File: src/hw/rtl/fcdm_pkg.sv
package fcdm_pkg;

   localparam int DATA_W = 32;
   localparam int RUN_W  = 8;

   localparam logic [RUN_W-1:0] RUN_MAX = 8'd255;
   localparam logic [RUN_W-1:0] RUN_ONE = 8'd1;

   typedef enum logic [1:0] {
      OP_SUBMIT_LOCAL  = 2'd0,
      OP_SUBMIT_REMOTE = 2'd1,
      OP_TRUNCATE      = 2'd2,
      OP_CLEAR         = 2'd3
   } opcode_type;

   typedef enum logic [1:0] {
      ST_IDLE,
      ST_START,
      ST_SCAN,
      ST_UPDATE
   } state_type;

   // one history slot as held in memory
   typedef struct packed {
      logic [DATA_W-1:0] frame;
      logic [DATA_W-1:0] sum;
   } entry_type;

   // commands from the sequencer to one history ring
   typedef struct packed {
      logic start;   // begin a newest-to-oldest scan
      logic trunc;   // scan looks for first frame not above the key
      logic store;   // write back checksum / append after a scan
      logic cut;     // apply truncation found by the scan
      logic clear;   // empty the ring
   } ring_cmd_type;

   typedef struct packed {
      logic busy;
      logic hit;
   } ring_stat_type;

endpackage

File: src/hw/rtl/fcdm_ram.sv
module fcdm_ram
   import fcdm_pkg::*;
#(
   parameter int DEPTH = 64
) (
   input  logic                     clock,
   input  logic                     we,
   input  logic [$clog2(DEPTH)-1:0] waddr,
   input  entry_type                wdata,
   input  logic                     re,
   input  logic [$clog2(DEPTH)-1:0] raddr,
   output entry_type                rdata
);

   entry_type mem [DEPTH];
   entry_type rd_data_ff;

   always_ff @(posedge clock) begin
      if (we) begin
         mem[waddr] <= wdata;
      end
   end

   always_ff @(posedge clock) begin
      if (re) begin
         rd_data_ff <= mem[raddr];
      end
   end

   assign rdata = rd_data_ff;

endmodule

File: src/hw/rtl/fcdm_ring.sv
module fcdm_ring
   import fcdm_pkg::*;
#(
   parameter int DEPTH = 64
) (
   input  logic              clock,
   input  logic              reset,
   input  ring_cmd_type      cmd,
   input  logic [DATA_W-1:0] key,
   input  logic [DATA_W-1:0] store_sum,
   output ring_stat_type     stat,
   output logic [DATA_W-1:0] hit_sum
);

   localparam int AW = $clog2(DEPTH);
   localparam int CW = $clog2(DEPTH + 1);
   localparam int SW = CW + 1;

   localparam logic [AW-1:0] LAST    = AW'(DEPTH - 1);
   localparam logic [CW-1:0] FULL    = CW'(DEPTH);
   localparam logic [SW-1:0] DEPTH_S = SW'(DEPTH);

   logic [AW-1:0]     head_ff, head_in;
   logic [CW-1:0]     count_ff, count_in;
   logic [CW-1:0]     iss_left_ff, iss_left_in;
   logic [AW-1:0]     iss_addr_ff, iss_addr_in;
   logic              rd_vld_ff, rd_vld_in;
   logic [AW-1:0]     rd_addr_ff, rd_addr_in;
   logic [AW-1:0]     rd_idx_ff, rd_idx_in;
   logic              hit_ff, hit_in;
   logic [AW-1:0]     hit_addr_ff, hit_addr_in;
   logic [AW-1:0]     hit_idx_ff, hit_idx_in;
   logic [DATA_W-1:0] hit_sum_ff, hit_sum_in;
   logic              trunc_ff, trunc_in;

   logic [SW-1:0] tail_sum, tail_wrap, app_sum, app_wrap;
   logic [AW-1:0] tail_addr, app_addr, head_next;
   logic          match;
   logic          mem_we;
   logic [AW-1:0] mem_waddr;
   entry_type     mem_wdata, rd_word;

   fcdm_ram #(.DEPTH(DEPTH)) u_ram (
      .clock (clock),
      .we    (mem_we),
      .waddr (mem_waddr),
      .wdata (mem_wdata),
      .re    (iss_left_ff != '0),
      .raddr (iss_addr_ff),
      .rdata (rd_word)
   );

   // ring positions: sums < 2*depth when not empty, so one subtract wraps them
   always_comb begin
      tail_sum  = SW'(head_ff) + SW'(count_ff) - SW'(1);
      tail_wrap = (tail_sum >= DEPTH_S) ? (tail_sum - DEPTH_S) : tail_sum;
      tail_addr = AW'(tail_wrap);
      app_sum   = SW'(head_ff) + SW'(count_ff);
      app_wrap  = (app_sum >= DEPTH_S) ? (app_sum - DEPTH_S) : app_sum;
      // full ring: new pair overwrites the oldest slot
      app_addr  = (count_ff == FULL) ? head_ff : AW'(app_wrap);
      head_next = (head_ff == LAST) ? '0 : (head_ff + AW'(1));
      match     = trunc_ff ? (rd_word.frame <= key) : (rd_word.frame == key);
   end

   assign mem_we          = cmd.store;
   assign mem_waddr       = hit_ff ? hit_addr_ff : app_addr;
   assign mem_wdata.frame = key;
   assign mem_wdata.sum   = store_sum;

   always_comb begin
      head_in     = head_ff;
      count_in    = count_ff;
      iss_left_in = iss_left_ff;
      iss_addr_in = iss_addr_ff;
      rd_vld_in   = 1'b0;
      rd_addr_in  = rd_addr_ff;
      rd_idx_in   = rd_idx_ff;
      hit_in      = hit_ff;
      hit_addr_in = hit_addr_ff;
      hit_idx_in  = hit_idx_ff;
      hit_sum_in  = hit_sum_ff;
      trunc_in    = trunc_ff;

      // issue one read a cycle, newest entry first
      if (iss_left_ff != '0) begin
         rd_vld_in   = 1'b1;
         rd_addr_in  = iss_addr_ff;
         rd_idx_in   = AW'(iss_left_ff - CW'(1));
         iss_left_in = iss_left_ff - CW'(1);
         iss_addr_in = (iss_addr_ff == '0) ? LAST : (iss_addr_ff - AW'(1));
      end

      // keep only the first (newest) hit
      if (rd_vld_ff && !hit_ff && match) begin
         hit_in      = 1'b1;
         hit_addr_in = rd_addr_ff;
         hit_idx_in  = rd_idx_ff;
         hit_sum_in  = rd_word.sum;
      end

      if (cmd.start) begin
         iss_left_in = count_ff;
         iss_addr_in = tail_addr;
         hit_in      = 1'b0;
         trunc_in    = cmd.trunc;
      end

      if (cmd.store && !hit_ff) begin
         if (count_ff == FULL) begin
            head_in = head_next;
         end else begin
            count_in = count_ff + CW'(1);
         end
      end

      if (cmd.cut) begin
         count_in = hit_ff ? (CW'(hit_idx_ff) + CW'(1)) : '0;
      end

      if (cmd.clear) begin
         head_in     = '0;
         count_in    = '0;
         iss_left_in = '0;
         hit_in      = 1'b0;
      end
   end

   always_ff @(posedge clock) begin
      if (reset) begin
         head_ff     <= '0;
         count_ff    <= '0;
         iss_left_ff <= '0;
         rd_vld_ff   <= 1'b0;
         hit_ff      <= 1'b0;
         trunc_ff    <= 1'b0;
      end else begin
         head_ff     <= head_in;
         count_ff    <= count_in;
         iss_left_ff <= iss_left_in;
         rd_vld_ff   <= rd_vld_in;
         hit_ff      <= hit_in;
         trunc_ff    <= trunc_in;
      end
   end

   always_ff @(posedge clock) begin
      iss_addr_ff <= iss_addr_in;
      rd_addr_ff  <= rd_addr_in;
      rd_idx_ff   <= rd_idx_in;
      hit_addr_ff <= hit_addr_in;
      hit_idx_ff  <= hit_idx_in;
      hit_sum_ff  <= hit_sum_in;
   end

   assign stat.busy = (iss_left_ff != '0) || rd_vld_ff;
   assign stat.hit  = hit_ff;
   assign hit_sum   = hit_sum_ff;

endmodule
File: config.mk
export PLATFORM = sky130hd
export DESIGN_NAME = fcdm_ring
export DESIGN_NICKNAME = d
export VERILOG_FILES = /design/src/hw/rtl/fcdm_pkg.sv /design/src/hw/rtl/fcdm_ram.sv /design/src/hw/rtl/fcdm_ring.sv
export SDC_FILE = /design/constraint.sdc
export NUM_CORES = 2
export LEC_CHECK = 0
export BUFFER_PORTS_ARGS = -buffer_cell sky130_fd_sc_hd__buf_2
export CORE_MARGIN = 2
export CORE_UTILIZATION = 35
export DETAILED_ROUTE_END_ITERATION = 10
export PLACE_DENSITY_LB_ADDON = 0.25
export SKIP_CTS_REPAIR_TIMING = 1
export SKIP_LAST_GASP = 1
export SLEW_MARGIN = 20
export SYNTH_ARGS = -nofsm -noshare
export SYNTH_HDL_FRONTEND = slang
export SYNTH_SLANG_ARGS = --single-unit
File: constraint.sdc
create_clock -name clock -period 15.5 [get_ports clock]
set_input_delay 0.775 -clock clock [delete_from_list [all_inputs] [get_ports clock]]
set_output_delay 0.775 -clock clock [all_outputs]
set_load 0.05 [all_outputs]
After elaboration in Yosys (flattened, before gate mapping)
Memories as Yosys holds them, arrays and structs flattened. A register that Yosys moved wholly into a read port is not among the register bits.
Index checks and enable logic that the tools add are counted.
Word-level totals
  bits in registers: 85
  RAM bits: 4096
  input bits: 71
  output and inout bits: 34
  logic and storage cells: 60
  memories: 1
Memory list
  u_ram.mem: words 64, bits a word 64, rd ports 1, clocked after Yosys merged registers in 1, wr ports 1, line fcdm_ram.sv:15  | entry_type mem [DEPTH];
Cells by class
  add/subtract/negate cells: 9
  magnitude comparators: 3
  equal/unequal tests: 4
  mux-type cells: 18
  reduce and logical (&&, ||, !) cells: 13
Operator list (count)
  6-bit 2-to-1 mux: 8
  7-bit 2-to-1 mux: 6
  32-bit == test: 1
  32-bit less-or-equal comparator: 1
  6-bit by 1-bit subtractor with 6-bit output, second input constant: 3
  8-bit by 7-bit >= comparator with 1-bit output, second input constant: 2
  6-bit by 7-bit adder with 8-bit output: 1
  8-bit by 1-bit subtractor with 8-bit output, second input constant: 1
  6-bit by 1-bit adder with 7-bit output, second input constant: 1
  7-bit by 1-bit adder with 7-bit output, second input constant: 1
  7-bit == test, second input constant: 1
  7-bit nonzero test: 1
  7-bit by 1-bit subtractor with 7-bit output, second input constant: 1
  6-bit by 1-bit adder with 6-bit output, second input constant: 1
  6-bit == test, second input constant: 1
  6-bit zero test: 1
  1-bit 2-to-1 mux: 4
  2-bit AND reduction: 2
  2-bit nonzero test: 2
  1-bit logical AND: 3
  3-bit OR reduction: 1
  2-bit inequality test, second input constant: 1
  2-bit OR reduction: 1
  1-bit zero test: 1
  1-bit logical OR: 1

Logic depth before layout (Yosys ltp)
  depth after elaboration: 5
  gate-level depth with buffers: 12
  mapped depth without buffers: 8

Hierarchy
From an unflattened synthesis, not the netlist that was laid out.
Second synthesis, totals
  cells, all modules: 7010
  area, all modules: 161513.7 um^2
Modules (own cells, without submodules)
  fcdm_ram: instances 1, cells an instance 6598, area an instance 156989.3 um^2, seq. area each 124919.8 um^2
  fcdm_ring: instances 1, cells an instance 412, area an instance 4524.3 um^2, seq. area each 2322.2 um^2

Least setup slack after synthesis
Ideal clock, no wire load.
  path kind: reg2reg
  start: register head_ff[0]
  end: memory u_ram.mem[28][0] in the netlist's numbering, enable pin
  library setup time: 565 ps
  arrival: 6411 ps
  required time: 14935 ps
  setup slack: 8525 ps
  cell stages (with the launch flop): 9
  path buffers: 0
  clock period less this slack: 6975 ps
  cells stage by stage: dfxtp_1 -> ha_1 -> fa_1 -> xor2_1 -> a21oi_1 -> o31ai_1 -> and3b_1 -> nand2_1 -> nor3_1
On the way
  cells in the longest elaborated chain, start to end: 5
  elaborated cells on any way between the ends: 6
  those cells by class: 2 x add/sub; 1 x order compare; 3 x mux
Ends and longest elaborated chain
  start: declaration: line fcdm_ring.sv:23  | logic [AW-1:0] head_ff, head_in;
  start signal: assignment: line fcdm_ring.sv:138  | head_ff <= head_in;
  6-bit by 7-bit adder with 8-bit output: line fcdm_ring.sv:58  | app_sum = SW'(head_ff) + SW'(count_ff);
  8-bit by 7-bit >= comparator with 1-bit output or 6-bit by 1-bit subtractor with 6-bit output (tied branches): line fcdm_ring.sv:59  | app_wrap = (app_sum >= DEPTH_S) ? (app_sum - DEPTH_S) : app_sum;
  6-bit 2-to-1 mux: line fcdm_ring.sv:59
  6-bit 2-to-1 mux (*): line fcdm_ring.sv:61  | app_addr = (count_ff == FULL) ? head_ff : AW'(app_wrap);
  6-bit 2-to-1 mux (*): line fcdm_ring.sv:67  | assign mem_waddr = hit_ff ? hit_addr_ff : app_addr;
  end: declaration: line fcdm_ram.sv:15
Mark *: on every way between the ends. The rest lies on a longest branch, timed or not.

==> run_results.csv <==
group,metric,value,unit
status,outcome,"completed",
logic_synthesis,syn_nets,7196,
power_and_ir_drop,switchingPower,5329,uW
global_route,grt_pass1_wl,709500,um
logic_synthesis,synth_most_common_cell,"edfxtp_1",
global_route,grt_use_total,0.2194,
logic_synthesis,synth-edff-count,4222,
worst_setup_path,critPathCaptureType,"flip-flop",
global_route,grt_use_met1,0.2993,
global_route,antenna_found_initial,45,
cells_and_area,area_growth,14.44,%
floorplanning,fp.dieW,685.4,um
logic_synthesis,netlist_area,162500,um2
detailed_routing,drt_iter0_markers,11920,
sta,hold_viol_final,0,
place,dp_hpwl,280500,um
min_path,hold_class,"in -> reg",
worst_setup_path,critical_path_arrival,6140,ps
logic_synthesis,synth.ff_latch_count,4245,
logic_synthesis,yosysSeqAreaShare,0.7831,
sta,drv_slew,0,
worst_setup_path,cp-start-kind,"flip-flop",
sta,max_freq,185.5,MHz
global_route,grt_max_degree,119,
worst_setup_path,crit_fanout,95,
floorplanning,initial_utilization,0.3510,
detailed_routing,drt_first_pass_iters,6,
sta,layout_min_cycle_time,5391,ps
logic_synthesis,synth_top_area_frac,0.7802,
cells_and_area,drive_gt1_frac,0.2801,
logic_synthesis,synth_common_cells,"edfxtp_1, mux4_2, nand2_1",
worst_setup_path,critPathKind,"reg -> reg",
clock_network,cts.sinks,4245,
sta,clock_skew,65.14,ps
global_route,grt-ovfl-total,0,
logic_synthesis,avgSynthCellArea,22.95,um2
sta,finalSetupViolations,0,
power_and_ir_drop,power_density,131.5,nW/um2
clock_network,clk_path_buf_depth,4,
power_and_ir_drop,p_comb_frac,0.054,
sta,worst_pin_slew,1173,ps
detailed_routing,wl,526100,um
floorplanning,die_area,469700,um2
sta,finalSetupTns,0,ps
logic_synthesis,async_reset_ff_frac,0,
logic_synthesis,synth_flop_cell,"edfxtp_1",
global_route,grt_use_met3,0.04240,
detailed_routing,antenna_left,0,
clock_network,clkTransAtPathRegs,70,ps
detailed_routing,drt-wirelength-per-cell,37.23,um
sta,rsz0062_at_grt,"false",
sta,fin_crit_sh,0.3478,
power_and_ir_drop,p_int,19120,uW
place,place.gp.congestion,0.7947,
floorplanning,core,462900,um2
floorplanning,fp-row-count,250,
logic_synthesis,synth.distinct_cells,81,
cells_and_area,final_util,0.4017,
detailed_routing,dr_total_vias,82010,
run,maxCapViolCount,0,
logic_synthesis,yosys_warnings,0,
clock_network,numCtsBuffers,434,
place,io_buffers,104,
logic_synthesis,yosysTopAreaCell,"edfxtp_1",
clock_network,cts_tree,"built",
global_route,global_route.usage.met2,0.3554,
floorplanning,ioPinCount,105,
floorplanning,die-height,685.4,um
detailed_routing,vias_per_cell,5.804,
power_and_ir_drop,p_clk_frac,0.427,
global_route,grt.busiest_layer,"met2",
power_and_ir_drop,p_sw_frac,0.2180,
worst_setup_path,required,16250,ps
clock_network,clk_latency,1000,ps
sta,slew_headroom,0.2178,
clock_network,cts_root_buffer,"clkbuf_16",
power_and_ir_drop,ir_worst_vdd,0.09433,mV
clock_network,htree_num_levels,5,
cells_and_area,nNetsFinal,7681,
logic_synthesis,syn_inst,7079,
global_route,grt_pass1_vias,81550,
power_and_ir_drop,p_leak,0.05816,uW
detailed_routing,drcViolationCount,0,
logic_synthesis,synthTopCellsByArea,"edfxtp_1, mux4_2, mux2i_1, nand2_1, a21oi_1",
power_and_ir_drop,p_seq_frac,0.518,
## worst max-delay path: stages (launching register included)
cell and delay, ps:
edfxtp_1 740, buf_12 570, buf_4 760, buf_4 630
buf_4 770, mux4_2 600, o221ai_1 230, a21oi_1 150
o21a_1 230, a31o_1 180
## layout by cell type, fill, tap and decap left out, types with 42 or more instances in the layout
| cell type | synthesis | final |
|---|---|---|
| edfxtp_1 | 4222 | 4222 |
| buf_4 | 83 | 313 |
| clkbuf_1 | 127 | 90 |
| ha_1 | 45 | 45 |
| nor2_1 | 91 | 82 |
| mux4_2 | 1072 | 1072 |
| clkinv_2 | 0 | 85 |
| nand3_1 | 47 | 47 |
| o21ai_0 | 42 | 42 |
| a31oi_1 | 46 | 46 |
| bufinv_16 | 0 | 45 |
| a21oi_1 | 155 | 154 |
| clkinv_1 | 3 | 98 |
| mux2i_1 | 184 | 184 |
| inv_1 | 45 | 43 |
| o221ai_1 | 73 | 73 |
| clkbuf_16 | 0 | 442 |
| nor3_2 | 3 | 61 |
| buf_2 | 100 | 83 |
| a22oi_1 | 74 | 74 |
| nand2_1 | 223 | 219 |
## per-stage QoR
step	std cells	hold slack (ps)	total power (uW)	worst slack [ps]	area (um2)
5_1_grt	14120	33.38	25080	9641	185900
4_1_cts	14100	-66.63	24600	9946	185800
3_3_place_gp	13300	403.0	14230	9990	171700
2_1_floorplan	7079	400.3	13700	8525	162500
6_report	14130	60.28	24450	10110	186000
3_5_place_dp	13300	405.2	14250	9938	171700
## logic make-up (layout without fill, tap and decap cells)
| family | count (synthesis) | count (layout) | synth area share |
|---|---|---|---|
| compound gates | 560 | 560 | 0.02355 |
| xor+xnor | 25 | 25 | 0.001348 |
| fa+ha+maj | 46 | 46 | 0.003588 |
| buf+inv | 419 | 1269 | 0.01350 |
| flops | 4245 | 4245 | 0.7831 |
| mux | 1261 | 1261 | 0.1603 |
| other cells | 0 | 27 | 0 |
| simple gates | 523 | 523 | 0.01470 |
## flip-flops by register name, indices dropped and copies added, names as in the netlist, 7 cells and up
register / count
u_ram.rdata: 64
hit_sum: 32
u_ram.mem: 4096
iss_left_ff: 7
count_ff: 7
## worst paths after layout
kind / from / to / slack (ps) / cells past startpoint
max: iss_addr_ff[0] / u_ram.rdata[6] / 10110 / 9
max reg2reg: iss_addr_ff[0] / u_ram.rdata[6] / 10110 / 9
min reg2reg: u_ram.rdata[5] / hit_sum[5] / 410 / 0
min: cmd[3] / trunc_ff / 60 / 3
## area by class of cell
cell class / count / area [um2]
clock buffer: 532 / 11400
fill: 40640 / 277000
clock inverter: 269 / 2623
timing repair buffer: 417 / 3183
sequential: 4245 / 127200
tap: 6174 / 7725
inverter: 51 / 221.5
multi-input combinational: 2415 / 33500
antenna: 27 / 67.56
## power groups by stage
stage | clock network (uW) | registers, uW | logic, uW
6_report | 10400 | 12700 | 1330
5_1_grt | 11000 | 12700 | 1400
4_1_cts | 10600 | 12700 | 1340
3_5_place_dp | 0 | 12900 | 1330
3_3_place_gp | 0 | 12900 | 1320
2_1_floorplan | 0 | 12900 | 791
## per-layer routing
metal | wire length, um | part of all wire
met5 | 149 | 0.00028
met4 | 19380 | 0.037
met3 | 46840 | 0.089
met2 | 250700 | 0.48
met1 | 209000 | 0.40
No activity file was read; power rests on OpenSTA's default activity.
